<file path="src/rtl/core/bb3_pkg.sv">
package bb3_pkg;

    localparam int MAX_COLS    = 1024;
    localparam int MAX_ROWS    = 4096;
    localparam int PIX_W       = 8;
    localparam int ROW_W       = 12;
    localparam int COL_W       = 10;
    localparam int ROWS_CFG_W  = 13;
    localparam int COLS_CFG_W  = 11;
    localparam int CFG_W       = 13;
    localparam int CFG_IDX_W   = 2;
    localparam int LINE_AW     = $clog2(MAX_COLS);
    localparam int SUM_W       = 12;
    localparam int RECIP_W     = 17;
    localparam int RECIP_SHIFT = 16;

    localparam logic [CFG_IDX_W-1:0] REG_IMAGE_ROWS = CFG_IDX_W'(0);
    localparam logic [CFG_IDX_W-1:0] REG_IMAGE_COLS = CFG_IDX_W'(1);

    typedef logic [PIX_W-1:0] pixel_t;

    // control from the sequencer to the window unit
    typedef struct packed {
        logic       shift;
        logic       sum_en;
        logic [1:0] rlo;
        logic [1:0] clo;
    } win_ctrl_t;

    // ceil(2^16 / n) for n = (3 - rlo) * (3 - clo); exact for sums up to 9 * 255
    function automatic logic [RECIP_W-1:0] mean_recip(input logic [1:0] rlo,
                                                      input logic [1:0] clo);
        logic [RECIP_W-1:0] m;
        case ({rlo, clo})
            4'b0000: m = RECIP_W'(7282);
            4'b0001: m = RECIP_W'(10923);
            4'b0010: m = RECIP_W'(21846);
            4'b0100: m = RECIP_W'(10923);
            4'b0101: m = RECIP_W'(16384);
            4'b0110: m = RECIP_W'(32768);
            4'b1000: m = RECIP_W'(21846);
            4'b1001: m = RECIP_W'(32768);
            4'b1010: m = RECIP_W'(65536);
            default: m = RECIP_W'(65536);
        endcase
        return m;
    endfunction

endpackage

</file>
<file path="src/rtl/core/bb3_mean.sv">
module bb3_mean import bb3_pkg::*; (
    input  logic [SUM_W-1:0] sum,
    input  logic [1:0]       rlo,
    input  logic [1:0]       clo,
    output pixel_t           mean
);

    logic [SUM_W+RECIP_W-1:0] product;

    // divide by the pixel count through a reciprocal multiply
    assign product = (SUM_W + RECIP_W)'(sum) * (SUM_W + RECIP_W)'(mean_recip(rlo, clo));
    assign mean    = product[RECIP_SHIFT +: PIX_W];

endmodule

</file>
<file path="config.mk">
export PLATFORM = sky130hd
export DESIGN_NAME = bb3_mean
export DESIGN_NICKNAME = d
export VERILOG_FILES = /design/src/rtl/core/bb3_pkg.sv /design/src/rtl/core/bb3_mean.sv
export SDC_FILE = /design/constraint.sdc
export NUM_CORES = 1
export LEC_CHECK = 0
export ABC_AREA = 1
export ABC_CLOCK_PERIOD_IN_PS = 7250
export BUFFER_PORTS_ARGS = -buffer_cell sky130_fd_sc_hd__buf_2
export CAP_MARGIN = 5
export CELL_PAD_IN_SITES_DETAIL_PLACEMENT = 0
export CELL_PAD_IN_SITES_GLOBAL_PLACEMENT = 1
export CORE_MARGIN = 2
export CORE_UTILIZATION = 40
export DETAILED_ROUTE_END_ITERATION = 10
export PLACE_DENSITY_LB_ADDON = 0.1
export SYNTH_ARGS = -nofsm -noshare
export SYNTH_HDL_FRONTEND = slang
export SYNTH_SLANG_ARGS = --single-unit
export TNS_END_PERCENT = 100
</file>
<file path="constraint.sdc">
create_clock -name vclk -period 7.25
set_input_delay 1.45 -clock vclk [all_inputs]
set_output_delay 1.45 -clock vclk [all_outputs]
set_load 0.005 [all_outputs]
</file>
==> impl_metrics.toml, run 1 <==
[floorplan]
ioPinCount = 24
floorplan.die_area_um2 = 13700
die_x_um = 117
start_util_pct = 40.8
die_y_um = 117
core_area_um2 = 12500
rows = 41

[detailed_routing]
firstDrtPassIters = 4
wl_per_cell_um = 15.7
drtIter0Drc = 114
postRouteAntennaNets = 0
drc = 0
vias = 4567
wirelength_um = 16000
post_drt_via_cell_ratio = 4.50

[placement]
place_inst = 988
placed_area_um2 = 6620
dp_slack_ns = -0.779
gp_congestion = 0.953
port_buffers = 24
dp_hpwl_um = 14100

[synthesis]
seq_area_frac_synth_pct = 0
synth_cells = 651
synth_warnings = 0
syn_area_per_cell_um2 = 7.85
synthesis.area_um2 = 5110
synth.distinct_cells = 29
synth_nets = 835

[pwr]
p_sw_w = 0.00119
power_frac_comb_pct = 100.0
power.density_nw_per_um2 = 316
power.leakage_nw = 3.94
p_sw_share_pct = 51.6
worst_ir_drop_vdd_uv = 447
p_seq_share_pct = 0
power_frac_clock_pct = 0
p_int_w = 0.00111
power_w = 0.00230

[run]
maxCapViolCount = 0

[grt]
grt_antenna_before_repair = 0
grt_pass1_vias = 5060
use_met1_pct = 32.3
grt_usage_pct = 25.1
grt_overflow = 0
busiest_layer = "met2"
grt_max_degree = 11
grt_pass1_wl_um = 25700
grt_util_met2_pct = 47.2
grt_util_met3_pct = 1.34

[setup_path]
crit_path_start = "clo[1]"
cp.arrival_ns = 6.43
critical_path_class = "input port to output port"
critPathLaunchType = "input port"
critPathMaxFanout = 4
end_kind = "output port"
cp-endpoint = "mean[5]"
critPathRequiredTime_ns = 5.80

[final_layout]
final_common_cell = "inv_1"
clkbuf_count = 0
layout.cells.non_filler = 1015
nets = 1029
final_area_um2 = 7300
diodes = 0
design.seq.count = 0
multi_input_area_um2 = 4710
syn2layout_area_growth_pct = 42.9
fillers = 1230
drive_gt1_share_pct = 38.6
seqCellArea_um2 = 0
mostFrequentLayoutCells = "inv_1, buf_4, fa_1"

[timing]
slew_viol_final = 0
fmax_ghz = 0.127
period_share_pct = 109
final-hold-violation-count = 0
slew_headroom_pct = 73.2
setup_tns_ns = -4.25
worst_slack_ns = -0.628
finalCriticalPeriod_ns = 7.88
setup_violations = 8
grt_setup_unrepaired = "yes"
worst-slew-pin-transition_ns = 0.402

[worst_hold_path]
min_from = "sum[9]"
hold_class = "input port to output port"

[clock_tree]
hold_buffers = 0

[run_status]
status = "finished with violations"
violations = "setup timing"
## layer usage
metal | part of all wire, % | wire length, um | up-vias
met1 | 42 | 6710 | 2209
met2 | 52 | 8350 | 91
met5 | 0 | 0 | -
li1 | - | - | 2243
met4 | 2.7 | 428 | 0
met3 | 3.1 | 490 | 24
## cell families (layout without fill, tap and decap cells)
group | Yosys count | after routing | share of synthesized area (%)
buffers and inverters | 231 | 423 | 17.1
AND/OR/NAND/NOR | 204 | 204 | 17.1
adder cells (fa/ha/maj) | 168 | 168 | 59.5
AO/OA/AOI/OAI | 40 | 40 | 4.83
XOR/XNOR | 8 | 8 | 1.37
## layout make-up
type	instances	share of cell area (%)
inverter	228	11.9
timing repair inverter	1	0.154
tap	172	2.95
timing repair buffer	194	20.4
multi-input combinational	420	64.6
## power groups by stage
stage | Combinational [W] | Sequential, W | Clock (W)
finish | 0.00230 | 0 | 0
detailed placement | 0.00182 | 0 | 0
CTS | 0.00210 | 0 | 0
global placement | 0.00182 | 0 | 0
global route | 0.00257 | 0 | 0
floorplan | 0.00103 | 0 | 0
## cell usage after synthesis
master | number | area share (%)
nor4_1 | 2 | 0.24
nor3_1 | 4 | 0.39
buf_6 | 1 | 0.22
or2_1 | 1 | 0.12
nor2_4 | 2 | 0.44
nand3b_1 | 1 | 0.15
inv_1 | 222 | 16
clkbuf_1 | 2 | 0.15
inv_2 | 6 | 0.44
o221a_2 | 1 | 0.22
xor2_1 | 7 | 1.2
o21ai_4 | 1 | 0.32
nor2_2 | 3 | 0.37
a31oi_1 | 2 | 0.24
o21ai_2 | 3 | 0.51
o21ai_0 | 8 | 0.78
ha_1 | 43 | 11
a21oi_1 | 19 | 1.9
nor2_1 | 67 | 4.9
nand2_2 | 13 | 1.6
fa_1 | 125 | 49
nand2_4 | 1 | 0.22
xnor2_1 | 1 | 0.17
nand2_1 | 92 | 6.8
a211oi_1 | 3 | 0.44
nand3_1 | 11 | 1.1
nand4_1 | 7 | 0.86
o21bai_1 | 1 | 0.15
o21a_1 | 2 | 0.29
## metrics by stage
stage | hold slack [ns] | util (%)
CTS | 3.77 | 56.1
finish | 3.76 | 58.3
global route | 3.81 | 58.3
floorplan | 3.23 | -
global placement | 3.74 | 52.9
detailed placement | 3.76 | 52.9
## worst min path at each step
stage,to,slack (ns),cells past startpoint
final,mean[7],3.76,8
after global routing,mean[7],3.81,8
after CTS,mean[7],3.77,8
after detailed placement,mean[7],3.76,9
after global placement,mean[7],3.74,8
after floorplan,mean[7],3.23,5
## repair_timing
action	in CTS	in global routing
pin swaps	42	55
gates resized for setup	69	70
cloned	1	1
buffers inserted	16	9
setup endpoints to repair	8	8
## critical path, stage by stage
cell     delay (ns)
buf_12         0.12
o21ai_4        0.18
nand2_4        0.07
nor2_4         0.15
buf_6          0.14
inv_8          0.04
nor2_4         0.09
inv_2          0.06
fa_2           0.62
inv_2          0.05
fa_1           0.53
inv_2          0.04
fa_1           0.47
inv_1          0.05
fa_1           0.52
inv_2          0.04
fa_1           0.52
inv_2          0.05
ha_4           0.25
a21oi_2        0.15
inv_2          0.06
a21oi_2        0.15
o21ai_1        0.11
a31oi_1        0.14
nand2_1        0.11
xor2_1         0.15
buf_2          0.12
Note: power is estimated with default switching activity, not from simulation.
==> run 2, diff against run 1 <==
--- a/config.mk
+++ b/config.mk
@@ -7,7 +7,7 @@
 export LEC_CHECK = 0
 export ABC_AREA = 1
 export ABC_CLOCK_PERIOD_IN_PS = 7250
-export BUFFER_PORTS_ARGS = -buffer_cell sky130_fd_sc_hd__buf_2
+export BUFFER_PORTS_ARGS = -buffer_cell sky130_fd_sc_hd__buf_4
 export CAP_MARGIN = 5
 export CELL_PAD_IN_SITES_DETAIL_PLACEMENT = 0
 export CELL_PAD_IN_SITES_GLOBAL_PLACEMENT = 1
==> run 2 against run 1 <==
The flow still finishes with violations (setup timing); sequential share of layout area stayed put; core utilization grew 1.5 points; via count is 2.4% higher; clock-buffer cell count did not move; first-iteration DRC count is 27% higher; global-route usage is 0.83 points higher; non-clock buffer count increased by 8; design area increased by 2.7%; die area is the same; flip-flop and latch count stayed put; critical endpoint unchanged; largest cell class unchanged; largest power group unchanged.
==> impl_metrics.toml, run 2 (synthesis gave the netlist of run 1 again) <==
[setup_path]
cp.arrival_ns = 6.37
end_kind = "output port"
critPathLaunchType = "input port"
critical_path_class = "input port to output port"
critPathMaxFanout = 5
critPathRequiredTime_ns = 5.80

[grt]
grt_overflow = 0
grt_pass1_vias = 5308
grt_max_degree = 11
grt_antenna_before_repair = 0
grt_usage_pct = 26.0
grt_pass1_wl_um = 26600

[final_layout]
syn2layout_area_growth_pct = 46.7
final_util_pct = 59.9
nets = 1037
seqCellArea_um2 = 0
final_common_cell = "inv_1"
diodes = 0
drive_gt1_share_pct = 40.0
multi_input_area_um2 = 4820
clkbuf_count = 0
design.seq.count = 0
fillers = 1181
mostFrequentLayoutCells = "inv_1, buf_4, fa_1"

[timing]
fmax_ghz = 0.128
setup_violations = 8
slew_headroom_pct = 77.6
setup_tns_ns = -3.88
worst-slew-pin-transition_ns = 0.335
whs_ns = 3.68
grt_setup_unrepaired = "yes"
period_share_pct = 108
finalCriticalPeriod_ns = 7.82
slew_viol_final = 0
worst_slack_ns = -0.567
final-hold-violation-count = 0

[pwr]
power_frac_comb_pct = 100.0
power.leakage_nw = 4.03
p_sw_w = 0.00129
p_seq_share_pct = 0
power_frac_clock_pct = 0
worst_ir_drop_vdd_uv = 518
power.density_nw_per_um2 = 334
p_sw_share_pct = 51.5
p_int_w = 0.00121

[floorplan]
ioPinCount = 24
core_area_um2 = 12500
floorplan.die_area_um2 = 13700
rows = 41
start_util_pct = 40.8
die_x_um = 117
die_y_um = 117

[worst_hold_path]
hold_class = "input port to output port"
holdPathStages = 7

[run_status]
violations = "setup timing"
status = "finished with violations"

[detailed_routing]
wirelength_um = 16500
postRouteAntennaNets = 0
post_drt_via_cell_ratio = 4.57
drtIter0Drc = 145
vias = 4675
firstDrtPassIters = 5
drc = 0
wl_per_cell_um = 16.1

[placement]
dp_hpwl_um = 14500
dp_slack_ns = -0.868
gp_congestion = 0.958
port_buffers = 24

[clock_tree]
hold_buffers = 0

[run]
maxCapViolCount = 0
==> run 2: cell types whose count changed in the layout (fill, tap and decap cells not counted), sizes merged <==
cell	delta
buf	+8
==> run 2: path summary, 6_finish.rpt <==
kind,from,end,slack (ns)
worst max-delay path,clo[1],mean[5],-0.57
worst min-delay path,sum[0],mean[5],3.68
==> run 2: through the flow <==
stage,cells,total power [W],cell area [um2]
2_1_floorplan,651,0.00103,5220
3_3_place_gp,999,0.00194,6750
3_5_place_dp,999,0.00193,6750
4_1_cts,1011,0.00223,7200
5_1_grt,1023,0.00276,7490
6_report,1023,0.00251,7490
==> run 2: power by group through the flow <==
stage / registers, W / clock network, W / logic [W]
final: 0 / 0 / 0.00251
after global routing: 0 / 0 / 0.00276
after CTS: 0 / 0 / 0.00223
after detailed placement: 0 / 0 / 0.00193
after global placement: 0 / 0 / 0.00194
after floorplan: 0 / 0 / 0.00103
==> run 2: critical path: stages <==
cell and delay (ns):
buf_12 0.11, o21ai_4 0.18, nand2_4 0.07, nor2_4 0.15
clkinv_4 0.12, buf_4 0.16, nor2_4 0.17, fa_2 0.50
fa_1 0.61, fa_2 0.47, fa_1 0.50, inv_1 0.05
fa_1 0.48, inv_1 0.07, ha_4 0.27, nand2_1 0.09
buf_6 0.15, o21ai_4 0.15, a21oi_2 0.05, o21ai_1 0.12
a31oi_1 0.06, nand2_1 0.09, xor2_1 0.18, buf_4 0.14
==> run 2: repair_timing <==
action	in CTS	in global routing
resized for setup	92	55
pin swaps	52	45
gates cloned	1	0
endpoints found under the setup margin	8	8
buffers inserted	11	12
==> run 2: layer usage <==
metal  global-route usage, %  vias up  part of all wire, %
met2                    46.3       76                   51
met1                    32.9     2309                   42
met3                    1.24       30                  2.1
met4                    11.3        0                  4.6
li1                        -     2260                    -
met5                       0        -                    0
==> run 2: area by class of cell <==
class,instances,share of cell area (%)
tap,172,2.87
inverter,228,11.6
multi-input combinational,420,64.3
timing repair inverter,1,0.0835
timing repair buffer,202,21.2
==> run 3, diff against run 2 <==
--- a/config.mk
+++ b/config.mk
@@ -12,8 +12,9 @@
 export CELL_PAD_IN_SITES_DETAIL_PLACEMENT = 0
 export CELL_PAD_IN_SITES_GLOBAL_PLACEMENT = 1
 export CORE_MARGIN = 2
-export CORE_UTILIZATION = 40
+export CORE_UTILIZATION = 45
 export DETAILED_ROUTE_END_ITERATION = 10
+export MAX_ROUTING_LAYER = met4
 export PLACE_DENSITY_LB_ADDON = 0.1
 export SYNTH_ARGS = -nofsm -noshare
 export SYNTH_HDL_FRONTEND = slang
==> run 3 against run 2 <==
The flow still finishes with violations (setup timing); critical path depth shrank 1; worst setup slack gained 0.058 ns; power shrank 3.1%; flip-flop and latch count is the same; largest power group unchanged; critical path type unchanged; non-clock buffer count shrank 16; combinational power shrank 3%; first-iteration DRC count grew 54%; hold slack lost 0.014 ns; final cell count shrank 4.7%.
==> impl_metrics.toml, run 3 (synthesis gave the netlist of run 1 again) <==
[grt]
grt_usage_pct = 27.0
grt_pass1_vias = 5165
grt_max_degree = 11
grt_overflow = 0
grt_pass1_wl_um = 25700
grt_antenna_before_repair = 0

[floorplan]
start_util_pct = 46.7
die_x_um = 111
floorplan.die_area_um2 = 12200
core_area_um2 = 10900
rows = 38
ioPinCount = 24
die_y_um = 111

[worst_hold_path]
hold_class = "input port to output port"
holdPathStages = 7

[pwr]
p_seq_share_pct = 0
power.leakage_nw = 3.94
power_frac_clock_pct = 0
power.density_nw_per_um2 = 332
p_sw_w = 0.00124
p_sw_share_pct = 51.2
power_frac_comb_pct = 100.0
p_int_w = 0.00118
worst_ir_drop_vdd_uv = 486
power_w = 0.00243

[setup_path]
cp_top_family = "adder cells"
critPathLaunchType = "input port"
critPathRequiredTime_ns = 5.80
critical_path_class = "input port to output port"
cp_common_cell = "buf_4"
slowest_delay_ns = 0.57
path_buf_inv = 9
crit_chain = "buf_4, buf_4, a211oi_1, buf_4, buf_4, nand2_1, fa_1, inv_2, fa_2, fa_2, fa_1, inv_2, fa_1, inv_2, ha_4, a21oi_4, inv_2, a21oi_1, o21ai_0, a31oi_1, nand2_2, xor2_1, buf_4"
critPathMaxFanout = 10
path_depth = 23
cp.arrival_ns = 6.31
end_kind = "output port"
critPathSlowestCell = "fa_2"

[detailed_routing]
wirelength_um = 15100
firstDrtPassIters = 4
drc = 0
post_drt_via_cell_ratio = 4.69
wl_per_cell_um = 15.5
postRouteAntennaNets = 0
vias = 4570
drtIter0Drc = 223

[placement]
port_buffers = 24
gp_congestion = 0.989
place_inst = 947
dp_hpwl_um = 13400
dp_slack_ns = -0.692

[final_layout]
syn2layout_area_growth_pct = 43.1
nets = 1021
layout.cells.non_filler = 975
mostFrequentLayoutCells = "inv_1, buf_4, fa_1"
design.seq.count = 0
seqCellArea_um2 = 0
clkbuf_count = 0
diodes = 0
final_common_cell = "inv_1"
drive_gt1_share_pct = 38.7

[timing]
worst_slack_ns = -0.508
finalCriticalPeriod_ns = 7.76
grt_setup_unrepaired = "yes"
final-hold-violation-count = 0
setup_violations = 8
slew_headroom_pct = 79.5
fmax_ghz = 0.129
slew_viol_final = 0
worst-slew-pin-transition_ns = 0.306
period_share_pct = 107

[clock_tree]
hold_buffers = 0

[run_status]
status = "finished with violations"
violations = "setup timing"

[run]
maxCapViolCount = 0
## run 3: worst paths after layout
kind / from / endpoint / slack [ns]
worst min-delay path: sum[0] / mean[5] / 3.66
worst max-delay path: rlo[1] / mean[5] / -0.51
## run 3: routing by layer
metal	vias to the layer above	routed length [um]	GRT usage (%)
li1	2232	-	-
met1	2210	6270	34.4
met2	102	7900	47.8
met3	26	572	2.52
met4	0	380	4.67
met5	-	0	-
## run 3: area by class of cell
type / instances / area (um2)
timing repair inverter: 1 / 8.76
inverter: 228 / 876
timing repair buffer: 186 / 1480
multi-input combinational: 420 / 4770
tap: 140 / 175
fill: 938 / 3630
## run 3: stage by stage
step                hold WS, ns  setup TNS, ns  util [%]  instance area (um2)
floorplan                  3.23         -0.166         -                 5220
global placement           3.66          -4.78      60.1                 6570
detailed placement         3.67          -4.94      60.1                 6570
CTS                        3.69          -3.59      64.5                 7050
global route               3.73          -5.31      66.8                 7310
finish                     3.66          -3.56      66.8                 7310
## run 3: timing repair
action                     CTS  global route
gates resized for setup     77            58
pin swaps                   52            72
setup buffers               19             8
cloned                       1             0
setup endpoints to repair    8             8
## run 3: power by group through the flow
stage	logic, W	registers (W)	clock network, W
after floorplan	0.00103	0	0
after global placement	0.00184	0	0
after detailed placement	0.00184	0	0
after CTS	0.00215	0	0
after global routing	0.00268	0	0
final	0.00243	0	0
