`src/rtl/core/bb3_pkg.sv`:
```
package bb3_pkg;

    localparam int MAX_COLS    = 1024;
    localparam int MAX_ROWS    = 4096;
    localparam int PIX_W       = 8;
    localparam int ROW_W       = 12;
    localparam int COL_W       = 10;
    localparam int ROWS_CFG_W  = 13;
    localparam int COLS_CFG_W  = 11;
    localparam int CFG_W       = 13;
    localparam int CFG_IDX_W   = 2;
    localparam int LINE_AW     = $clog2(MAX_COLS);
    localparam int SUM_W       = 12;
    localparam int RECIP_W     = 17;
    localparam int RECIP_SHIFT = 16;

    localparam logic [CFG_IDX_W-1:0] REG_IMAGE_ROWS = CFG_IDX_W'(0);
    localparam logic [CFG_IDX_W-1:0] REG_IMAGE_COLS = CFG_IDX_W'(1);

    typedef logic [PIX_W-1:0] pixel_t;

    // control from the sequencer to the window unit
    typedef struct packed {
        logic       shift;
        logic       sum_en;
        logic [1:0] rlo;
        logic [1:0] clo;
    } win_ctrl_t;

    // ceil(2^16 / n) for n = (3 - rlo) * (3 - clo); exact for sums up to 9 * 255
    function automatic logic [RECIP_W-1:0] mean_recip(input logic [1:0] rlo,
                                                      input logic [1:0] clo);
        logic [RECIP_W-1:0] m;
        case ({rlo, clo})
            4'b0000: m = RECIP_W'(7282);
            4'b0001: m = RECIP_W'(10923);
            4'b0010: m = RECIP_W'(21846);
            4'b0100: m = RECIP_W'(10923);
            4'b0101: m = RECIP_W'(16384);
            4'b0110: m = RECIP_W'(32768);
            4'b1000: m = RECIP_W'(21846);
            4'b1001: m = RECIP_W'(32768);
            4'b1010: m = RECIP_W'(65536);
            default: m = RECIP_W'(65536);
        endcase
        return m;
    endfunction

endpackage

```
`src/rtl/core/bb3_window.sv`:
```
module bb3_window import bb3_pkg::*; (
    input  logic             clk,
    input  logic             rst_n,
    input  win_ctrl_t        ctrl,
    input  pixel_t           older,
    input  pixel_t           recent,
    input  pixel_t           newest,
    output logic [SUM_W-1:0] sum
);

    pixel_t           win_reg  [9];
    pixel_t           win_next [9];
    logic [SUM_W-1:0] sum_reg;
    logic [SUM_W-1:0] sum_next;

    always_comb
    begin
        for (int i = 0; i < 9; i++)
        begin
            win_next[i] = win_reg[i];
        end
        if (ctrl.shift)
        begin
            for (int rr = 0; rr < 3; rr++)
            begin
                win_next[rr * 3]     = win_reg[rr * 3 + 1];
                win_next[rr * 3 + 1] = win_reg[rr * 3 + 2];
            end
            win_next[2] = older;
            win_next[5] = recent;
            win_next[8] = newest;
        end
    end

    // clipped neighbourhood: window rows rlo..2, columns clo..2
    always_comb
    begin
        sum_next = '0;
        for (int rr = 0; rr < 3; rr++)
        begin
            for (int cc = 0; cc < 3; cc++)
            begin
                if ((2'(rr) >= ctrl.rlo) && (2'(cc) >= ctrl.clo))
                begin
                    sum_next = sum_next + SUM_W'(win_reg[rr * 3 + cc]);
                end
            end
        end
    end

    always_ff @(posedge clk or negedge rst_n)
    begin
        if (!rst_n)
        begin
            for (int i = 0; i < 9; i++)
            begin
                win_reg[i] <= '0;
            end
        end
        else
        begin
            win_reg <= win_next;
        end
    end

    always_ff @(posedge clk)
    begin
        if (ctrl.sum_en)
        begin
            sum_reg <= sum_next;
        end
    end

    assign sum = sum_reg;

endmodule

```
`config.mk`:
```
export PLATFORM = sky130hd
export DESIGN_NAME = bb3_window
export DESIGN_NICKNAME = d
export VERILOG_FILES = /design/src/rtl/core/bb3_pkg.sv /design/src/rtl/core/bb3_window.sv
export SDC_FILE = /design/constraint.sdc
export NUM_CORES = 1
export LEC_CHECK = 0
export BUFFER_PORTS_ARGS = -buffer_cell sky130_fd_sc_hd__buf_4
export CORE_MARGIN = 2
export CORE_UTILIZATION = 55
export CTS_BUF_LIST = sky130_fd_sc_hd__clkbuf_16
export CTS_CLUSTER_SIZE = 28
export DETAILED_ROUTE_END_ITERATION = 7
export PLACE_DENSITY = 0.7
export SYNTH_ARGS = -nofsm -noshare
export SYNTH_HDL_FRONTEND = slang
export SYNTH_SLANG_ARGS = --single-unit
```
`constraint.sdc`:
```
create_clock -name clk -period 12.15 [get_ports clk]
set_clock_uncertainty 0.1 [all_clocks]
set_input_delay 1.8225 -clock clk [delete_from_list [all_inputs] [get_ports clk]]
set_output_delay 1.8225 -clock clk [all_outputs]
set_load 0.02 [all_outputs]
```
==> results of run 1 <==
==> synthesized netlist by cell type, types with 5 or more instances <==
master / count / area share
dfrtp_1: 72 / 0.27
mux2_2: 68 / 0.11
ha_1: 64 / 0.12
o21ai_0: 62 / 0.046
nor2_1: 59 / 0.033
nand2_1: 58 / 0.032
inv_1: 35 / 0.019
a21oi_1: 33 / 0.025
xnor2_1: 23 / 0.030
a21o_1: 22 / 0.025
a211oi_1: 17 / 0.019
nand2b_1: 17 / 0.016
xor2_1: 14 / 0.018
nor2b_1: 13 / 0.012
and2_1: 12 / 0.011
edfxtp_1: 12 / 0.053
nand3_1: 12 / 0.0089
clkbuf_1: 11 / 0.0061
nor3_1: 11 / 0.0082
o21a_1: 10 / 0.011
o31ai_1: 10 / 0.011
fa_1: 8 / 0.024
o21bai_1: 8 / 0.0089
nor4_1: 6 / 0.0056
or3_1: 5 / 0.0046
==> worst min path at each step <==
stage	slack, ps	to	cells after the start
after floorplan	370	win_reg[64]	1
after global placement	380	win_reg[67]	1
after detailed placement	390	win_reg[67]	1
after CTS	400	win_reg[67]	1
after global routing	430	win_reg[67]	1
final	390	win_reg[67]	1
==> layer usage <==
metal / vias up / GRT usage / share of wire
li1: 2687 / - / -
met2: 94 / 0.401 / 0.47
met1: 2587 / 0.322 / 0.47
met4: 0 / 0.109 / 0.023
met5: - / 0 / 0
met3: 24 / 0.0408 / 0.031
==> kinds of logic (layout without fill, tap and decap cells) <==
group           count (synthesis)  in the layout  synth area share
mux                            68             68             0.114
compound gates                196            196             0.186
flops                          84             84             0.321
simple gates                  209            209             0.151
buf+inv                        52             98            0.0297
fa+ha+maj                      73             73             0.144
xor+xnor                       39             39            0.0550
==> critical path: cells and delay by family <==
kind / cells / cell delay, ps
AOI/OAI and AO/OA: 17 / 2390
xor gates and xnor gates: 2 / 270
adders and majority gates: 10 / 3170
buffers and inverters: 5 / 470
muxes: 1 / 290
and+or+nand+nor: 18 / 3110
==> through the flow <==
step	power (uW)	TNS, ps	setup WS (ps)	instance area [um2]
after global placement	744	0	298	7210
after detailed placement	759	-12.0	-12.0	7210
after floorplan	659	0	1130	6740
after global routing	1080	-10.8	-10.8	7550
after CTS	1000	0	205	7460
final	1010	0	704	7550
==> power breakdown <==
group	switching [uW]	internal (uW)
clock	109	134
combinational	217	184
sequential	31.8	333
total	358	651
==> final cells by class <==
class                   instances  area [um2]  area share
clock buffers                   9         225      0.0298
clock inverters                 7        28.8     0.00381
inverters                      35         131      0.0174
multi-input cells             585        4460       0.591
flip-flops and latches         84        2160       0.287
well taps                     147         184      0.0244
repair buffers                 47         353      0.0468
==> run_results.csv, run 1 <==
group,metric,value,unit
status,run_status,"finished, final reports clean",
floorplan,ios,44,
yosys,syn_avg_cell_area,9.34,um2
drt,wl,15200,um
power_and_ir_drop,leakage,0.00337,uW
floorplan,dieArea,13200,um2
setup_path,worstSetupPathType,"primary input to flop",
clocking,ctsHoldBuffers,0,
placement,portBuffers,43,
yosys,netlist-cell-type-count,60,
clocking,clockRootBuffer,"clkbuf_16",
clocking,clk_latency,350,ps
floorplan,coreArea,12000,um2
final_layout,final_util,0.631,
sta,setup_violations,0,
yosys,syn_nets,825,
floorplan,die_h,115,um
yosys,ys_warn_count,0,
yosys,synth_edf_count,12,
yosys,synth.ff_latch_count,84,
sta,slew_headroom,0.390,
yosys,postSynthCellCount,721,
drt,vias,5392,
clocking,cts_tree,"done",
setup_path,r2r_start,"win_reg[64]",
drt,wl_per_cell,16.7,um
final_layout,final_common_cell,"dfrtp_1",
clocking,cts_made_buffers,9,
floorplan,row_count,40,
grt,grt_max_degree,79,
sta,fmax,87.4,MHz
final_layout,final_cell_mix,"dfrtp_1 (72), mux2_2 (68), ha_1 (64)",
sta,finalCriticalPeriod,11450,ps
setup_path,r2r_cells,47,
setup_path,worst_ep_required_time,12240,ps
setup_path,cp-endpoint,"sum[11]",
drt,drtAntennaViolNets,0,
final_layout,finish.net_count,866,
final_layout,drive_gt1_frac,0.207,
grt,antenna_found_initial,0,
grt,grtUsageTotal,0.246,
clocking,clkTransAtPathRegs,60,ps
placement,dpl.cell_count,898,
grt,grt_pass1_wl,25400,um
final_layout,syn_to_final_growth,12.0,%
yosys,ys.flop_type,"dfrtp_1",
hold_path,min_from,"win_reg[67]",
setup_path,crit_path_frequent_cell,"ha_1",
setup_path,slowest_stage,"or4_1",
sta,tightest_slew,915,ps
clocking,postCtsSetupBuffers,0,
setup_path,regToRegSetupSlack,2600,ps
setup_path,critPathMaxFanout,11,
yosys,syn_area,6740,um2
setup_path,arrival,11540,ps
clocking,htree_levels,3,
grt,grt_pass1_vias,5259,
hold_path,holdCritPathClass,"flop to flop",
setup_path,crit_start,"ctrl[1]",
power_and_ir_drop,power_density,134,nW/um2
drt,viasPerCell,5.90,
sta,drv_slew,0,
floorplan,start_util,0.563,
setup_path,r2r_end,"sum[11]",
floorplan,die_w,115,um
setup_path,max_stage_delay,460,ps
setup_path,critPathLaunchType,"primary input",
clocking,cts_sinks,84,
job,drv_cap,0,
final_layout,largest_reg_flops,72,
grt,gr-total-overflow,0,
drt,drt_iter0_drc,247,
sta,fin_hold_ws,395,ps
clocking,clockBufferDepth,2,
yosys,async_flop_share,0.857,
placement,gp_congestion,0.911,
setup_path,end_kind,"flop",
final_layout,instances_no_fill,914,
clocking,cts_resized,0,
placement,place_hpwl,11700,um
power_and_ir_drop,ir_drop,0.0000811,V
final_layout,n_antenna_cell,0,
final_layout,fillers,996,
yosys,yosysSeqAreaShare,0.321,
drt,drtPass1Iterations,5,
drt,route.detailed.drc,0,
sta,hold_viol,0,
sta,fin_crit_sh,0.942,
Power figures use the tool's default switching activity.
==> inputs of run 2 (changes only) <==
--- a/config.mk
+++ b/config.mk
@@ -12,6 +12,7 @@
 export CTS_CLUSTER_SIZE = 28
 export DETAILED_ROUTE_END_ITERATION = 7
 export PLACE_DENSITY = 0.7
+export REMOVE_ABC_BUFFERS = 1
 export SYNTH_ARGS = -nofsm -noshare
 export SYNTH_HDL_FRONTEND = slang
 export SYNTH_SLANG_ARGS = --single-unit
==> run 2 against run 1 <==
  * Sequential cell count did not move
  * Clock power rose by 12%
  * Global-route usage rose by 0.32 points
  * Largest power group unchanged
  * Combinational power fell by 1%
  * Sequential power hardly changed
  * Fmax increased by 0.25%
  * Total power grew 2.5%
  * Final cell count shrank 0.33%
  * Hold slack better by 5.4 ps
  * Utilization down 0.084 points
==> run_results.csv, run 2 (synthesis gave the netlist of run 1 again) <==
group,metric,value,unit
status,run_status,"finished, final reports clean",
floorplan,die_h,115,um
final_layout,final_cell_mix,"dfrtp_1 (72), mux2_2 (68), ha_1 (64)",
grt,grtUsageTotal,0.249,
drt,drtAntennaViolNets,0,
drt,drt_iter0_drc,274,
clocking,htree_levels,3,
setup_path,end_kind,"flop",
placement,gp_congestion,0.883,
clocking,clockRootBuffer,"clkbuf_16",
setup_path,slowest_stage,"o31ai_1",
floorplan,ios,44,
final_layout,finish.net_count,863,
setup_path,cp_top_family,"compound AO/OA/AOI/OAI gates",
floorplan,coreArea,12000,um2
grt,grt_max_degree,79,
drt,wl,15500,um
drt,wl_per_cell,17.0,um
final_layout,regArea,2160,um2
floorplan,die_w,115,um
final_layout,n_antenna_cell,0,
setup_path,r2r_cells,45,
clocking,clk_latency,340,ps
grt,grt_pass1_wl,25800,um
floorplan,start_util,0.563,
setup_path,worst-path-buf-inv,4,
final_layout,final_common_cell,"dfrtp_1",
drt,viasPerCell,5.97,
placement,place_hpwl,11900,um
hold_path,hold_depth,1,
sta,setup_violations,0,
final_layout,drive_gt1_frac,0.202,
setup_path,r2r_end,"sum[11]",
clocking,cts_tree,"done",
final_layout,multi_input_area,4440,um2
clocking,cts_made_buffers,9,
drt,route.detailed.drc,0,
drt,drtPass1Iterations,5,
hold_path,min_to,"win_reg[67]",
sta,fin_crit_sh,0.940,
hold_path,holdCritPathClass,"flop to flop",
setup_path,crit_path_frequent_cell,"ha_1",
sta,slew_headroom,0.289,
setup_path,arrival,11500,ps
sta,fmax,87.6,MHz
placement,portBuffers,43,
sta,drv_slew,0,
setup_path,critPathMaxFanout,11,
hold_path,min_from,"win_reg[67]",
sta,hold_viol,0,
floorplan,row_count,40,
setup_path,r2r_start,"win_reg[64]",
clocking,cts_sinks,84,
final_layout,largest_reg_flops,72,
job,drv_cap,0,
grt,antenna_found_initial,0,
power_and_ir_drop,power_density,137,nW/um2
setup_path,regToRegSetupSlack,2670,ps
clocking,clockBufferDepth,2,
sta,tightest_slew,1070,ps
setup_path,worstSetupPathType,"primary input to flop",
power_and_ir_drop,ir_drop,0.0000942,V
floorplan,dieArea,13200,um2
setup_path,worst_ep_required_time,12230,ps
drt,vias,5438,
final_layout,fillers,1027,
setup_path,max_stage_delay,490,ps
setup_path,critPathLaunchType,"primary input",
grt,grt_pass1_vias,5370,
sta,finalCriticalPeriod,11420,ps
clocking,clkTransAtPathRegs,60,ps
final_layout,syn_to_final_growth,11.8,%
final_layout,final_util,0.630,
power_and_ir_drop,leakage,0.00337,uW
power_and_ir_drop,total_power,1030,uW
grt,gr-total-overflow,0,
run 2: changes by cell type in the layout (fill, tap and decap cells not counted), sizes merged:
cell      change
inv           -1
clkinv        -1
clkinvlp      +1
bufinv        +1
buf           -3
run 2: worst register-to-register path, delay by kind of cell, from the launching register on:
| family | cells | cell delay, ps |
|---|---|---|
| compound gates | 20 | 3320 |
| fa+ha+maj | 10 | 3030 |
| buf+inv | 2 | 130 |
| flops | 1 | 370 |
| mux | 1 | 280 |
| simple gates | 12 | 2060 |
run 2: layout make-up:
class | count | share of cell area
inverters | 35 | 0.0174
clock inverters | 7 | 0.00897
flip-flops and latches | 84 | 0.287
clock buffers | 9 | 0.0299
well taps | 147 | 0.0244
multi-input cells | 585 | 0.589
repair buffers | 44 | 0.0438
run 2: where the power goes:
group | leakage, uW | internal [uW] | switching (uW) | total (uW)
logic | 0.00225 | 181 | 216 | 397
clock network | 0.000145 | 158 | 115 | 273
registers | 0.000971 | 333 | 31.1 | 364
total | 0.00337 | 673 | 362 | 1030
run 2: worst max path at each step:
stage,from,slack (ps),depth (start not counted),endpoint
6_report,ctrl[1],730,48,sum[11]
3_3_place_gp,ctrl[1],230,53,sum[11]
3_5_place_dp,ctrl[1],60,49,sum[11]
5_1_grt,ctrl[1],-20,50,sum[11]
4_1_cts,ctrl[1],360,49,sum[11]
2_1_floorplan,ctrl[1],1330,49,sum[11]
run 2: per-stage QoR:
| stage | hold WS (ps) | instances | instance area (um2) | setup TNS (ps) | setup slack [ps] |
|---|---|---|---|---|---|
| 6_report | 400 | 911 | 7540 | 0 | 733 |
| 5_1_grt | 418 | 911 | 7540 | -17.1 | -17.1 |
| 4_1_cts | 402 | 911 | 7480 | 0 | 363 |
| 3_5_place_dp | 388 | 895 | 7180 | 0 | 63.1 |
| 3_3_place_gp | 382 | 895 | 7180 | 0 | 231 |
| 2_1_floorplan | 372 | 704 | 6670 | 0 | 1330 |
run 2: what timing repair did:
item / in CTS / in global routing
hold buffers: 0 / 0
setup endpoints to repair: 0 / 2
resized for setup: 0 / 17
setup buffers: 0 / 0
run 2: per-layer routing:
| layer | track usage | wire (um) | vias to the layer above |
|---|---|---|---|
| li1 | - | - | 2689 |
| met1 | 0.337 | 7350 | 2623 |
| met2 | 0.414 | 7330 | 104 |
| met3 | 0.0334 | 542 | 22 |
| met4 | 0.0821 | 272 | 0 |
| met5 | 0 | 0 | - |
==> inputs of run 3 (changes only) <==
--- a/config.mk
+++ b/config.mk
@@ -5,14 +5,17 @@
 export SDC_FILE = /design/constraint.sdc
 export NUM_CORES = 1
 export LEC_CHECK = 0
+export ABC_AREA = 1
 export BUFFER_PORTS_ARGS = -buffer_cell sky130_fd_sc_hd__buf_4
 export CORE_MARGIN = 2
 export CORE_UTILIZATION = 55
 export CTS_BUF_LIST = sky130_fd_sc_hd__clkbuf_16
 export CTS_CLUSTER_SIZE = 28
 export DETAILED_ROUTE_END_ITERATION = 7
+export GPL_ROUTABILITY_DRIVEN = 0
 export PLACE_DENSITY = 0.7
 export REMOVE_ABC_BUFFERS = 1
 export SYNTH_ARGS = -nofsm -noshare
 export SYNTH_HDL_FRONTEND = slang
 export SYNTH_SLANG_ARGS = --single-unit
+export TNS_END_PERCENT = 1
==> run 3 against run 2 <==
  * Sequential share of layout area up 0.23 points
  * Clock power is 3% higher
  * Sequential cell count unchanged
  * Synthesized cell count grew 24%
  * Fmax up 4.9%
  * Largest cell class unchanged
  * Highest routed layer unchanged
==> run_results.csv, run 3 <==
group,metric,value,unit
final_layout,final_cell_mix,"nand2_1 (190), inv_1 (135), o21ai_0 (84)",
drt,drt_iter0_drc,294,
setup_path,regToRegSetupSlack,3610,ps
floorplan,coreArea,12000,um2
final_layout,drive_gt1_frac,0.136,
yosys,netlist-cell-type-count,43,
placement,place_hpwl,11500,um
drt,drtAntennaViolNets,0,
final_layout,multi_input_area,3950,um2
setup_path,end_kind,"flop",
floorplan,dieArea,13100,um2
drt,drtPass1Iterations,5,
hold_path,hold_depth,1,
drt,vias,5672,
clocking,cts_made_buffers,9,
clocking,clkTransAtPathRegs,60,ps
setup_path,r2r_cells,50,
sta,drv_slew,0,
final_layout,regArea,2160,um2
yosys,ys_warn_count,0,
final_layout,syn_to_final_growth,11.3,%
clocking,cts_tree,"done",
hold_path,holdCritPathClass,"flop to flop",
yosys,synth_common_cells,"nand2_1 (190), inv_1 (135), o21ai_0 (84), nor2_1 (73), dfrtp_1 (72)",
yosys,synth.ff_latch_count,84,
drt,wl,14600,um
job,drv_cap,0,
hold_path,min_from,"win_reg[43]",
sta,fmax,91.9,MHz
grt,grt_pass1_wl,25700,um
grt,grt_pass1_vias,5800,
final_layout,final_common_cell,"nand2_1",
yosys,synthTopCellsByArea,"dfrtp_1 (27%), ha_1 (12%), nand2_1 (11%), inv_1 (7.5%), o21ai_0 (6.3%)",
setup_path,cp_top_family,"simple AND/OR/NAND/NOR gates",
yosys,synth_top_area_frac,0.268,
final_layout,largest_reg_flops,72,
power_and_ir_drop,power_frac_seq,0.363,
final_layout,fillers,1051,
sta,hold_viol,0,
sta,tns,0,ps
grt,grt_max_degree,99,
clocking,clockRootBuffer,"clkbuf_16",
yosys,ys.flop_type,"dfrtp_1",
floorplan,ios,44,
hold_path,min_to,"win_reg[43]",
yosys,async_flop_share,0.857,
grt,gr-total-overflow,0,
floorplan,start_util,0.562,
sta,setup_violations,0,
clocking,cts_sinks,84,
placement,portBuffers,43,
power_and_ir_drop,intPower,610,uW
setup_path,worst-path-buf-inv,12,
yosys,yosysSeqAreaShare,0.322,
grt,antenna_found_initial,0,
drt,route.detailed.drc,0,
setup_path,worstSetupPathType,"primary input to flop",
setup_path,crit_path_frequent_cell,"inv_1",
setup_path,worst_ep_required_time,12160,ps
setup_path,arrival,10900,ps
power_and_ir_drop,combinationalPowerShare,0.345,
sta,fin_hold_ws,423,ps
sta,finalCriticalPeriod,10890,ps
clocking,clockBufferDepth,2,
power_and_ir_drop,p_sw,347,uW
sta,tightest_slew,914,ps
yosys,yosys.area.top_type,"dfrtp_1",
clocking,ctsHoldBuffers,0,
setup_path,max_stage_delay,450,ps
floorplan,row_count,40,
clocking,cts_resized,0,
setup_path,slowest_stage,"nor3_1",
floorplan,die_h,115,um
grt,grtUsageTotal,0.247,
clocking,clk_latency,360,ps
setup_path,r2r_start,"win_reg[64]",
sta,rsz0062_at_grt,"false",
final_layout,n_antenna_cell,0,
drt,viasPerCell,5.24,
yosys,syn_avg_cell_area,7.52,um2
yosys,postSynthCellCount,893,
power_and_ir_drop,leakage,0.00389,uW
drt,wl_per_cell,13.5,um
power_and_ir_drop,power_density,128,nW/um2
power_and_ir_drop,power.share.clock,0.292,
sta,fin_crit_sh,0.896,
setup_path,r2r_end,"sum[11]",
power_and_ir_drop,p_sw_frac,0.363,
yosys,synth_edf_count,12,
setup_path,critPathMaxFanout,16,
clocking,postCtsSetupBuffers,0,
yosys,syn_area,6720,um2
clocking,htree_levels,3,
final_layout,finish.net_count,1035,
sta,slew_headroom,0.391,
power_and_ir_drop,ir_drop,0.0000754,V
status,run_status,"finished, final reports clean",
floorplan,die_w,115,um
yosys,synth.most_common_cell,"nand2_1",
setup_path,critPathLaunchType,"primary input",
run 3: layout make-up:
class	instances	share of cell area
Multi-Input combinational cell	648	0.528
Sequential cell	84	0.289
Inverter	143	0.0725
Timing Repair Buffer	45	0.0452
Clock buffer	10	0.0335
Tap cell	147	0.0246
Clock inverter	6	0.00720
run 3: how the worst max path moves through the flow:
stage / startpoint / depth (start not counted) / slack (ps) / endpoint
final: ctrl[1] / 57 / 1260 / sum[11]
after global routing: ctrl[1] / 48 / 370 / sum[11]
after CTS: ctrl[1] / 44 / 1280 / sum[11]
after detailed placement: ctrl[1] / 44 / 920 / sum[11]
after global placement: ctrl[1] / 55 / 1240 / sum[11]
after floorplan: ctrl[1] / 42 / 1860 / sum[11]
run 3: cells by family after synthesis:
group,Yosys count,synth area share
AOI/OAI and AO/OA,174,0.137
xor gates and xnor gates,31,0.0404
adders and majority gates,72,0.143
buffers and inverters,161,0.0909
DFF,84,0.322
muxes,16,0.0268
and+or+nand+nor,355,0.240
run 3: power by group through the flow:
stage	clock (uW)	sequential, uW	combinational (uW)
finish	280	347	330
global route	298	352	380
CTS	285	348	330
detailed placement	0	352	327
global placement	0	352	314
floorplan	0	355	234
run 3: per-stage QoR:
stage                     instance area (um2)  cells  setup WS (ps)  total power (uW)  utilization
after CTS                                7480   1083           1280               963        0.625
after global routing                     7480   1083            369              1030        0.625
after floorplan                          6650    875           1860               588            -
after global placement                   7170   1067           1240               666        0.600
final                                    7480   1083           1260               957        0.625
after detailed placement                 7170   1067            923               679        0.600
run 3: routing by layer:
layer,global-route usage,vias to the layer above,share of wire,wire (um)
met5,0,-,0,0
met4,0.0959,0,0.025,373
met3,0.0503,30,0.030,433
met2,0.441,84,0.50,7360
met1,0.289,2590,0.44,6470
li1,-,2968,-,-
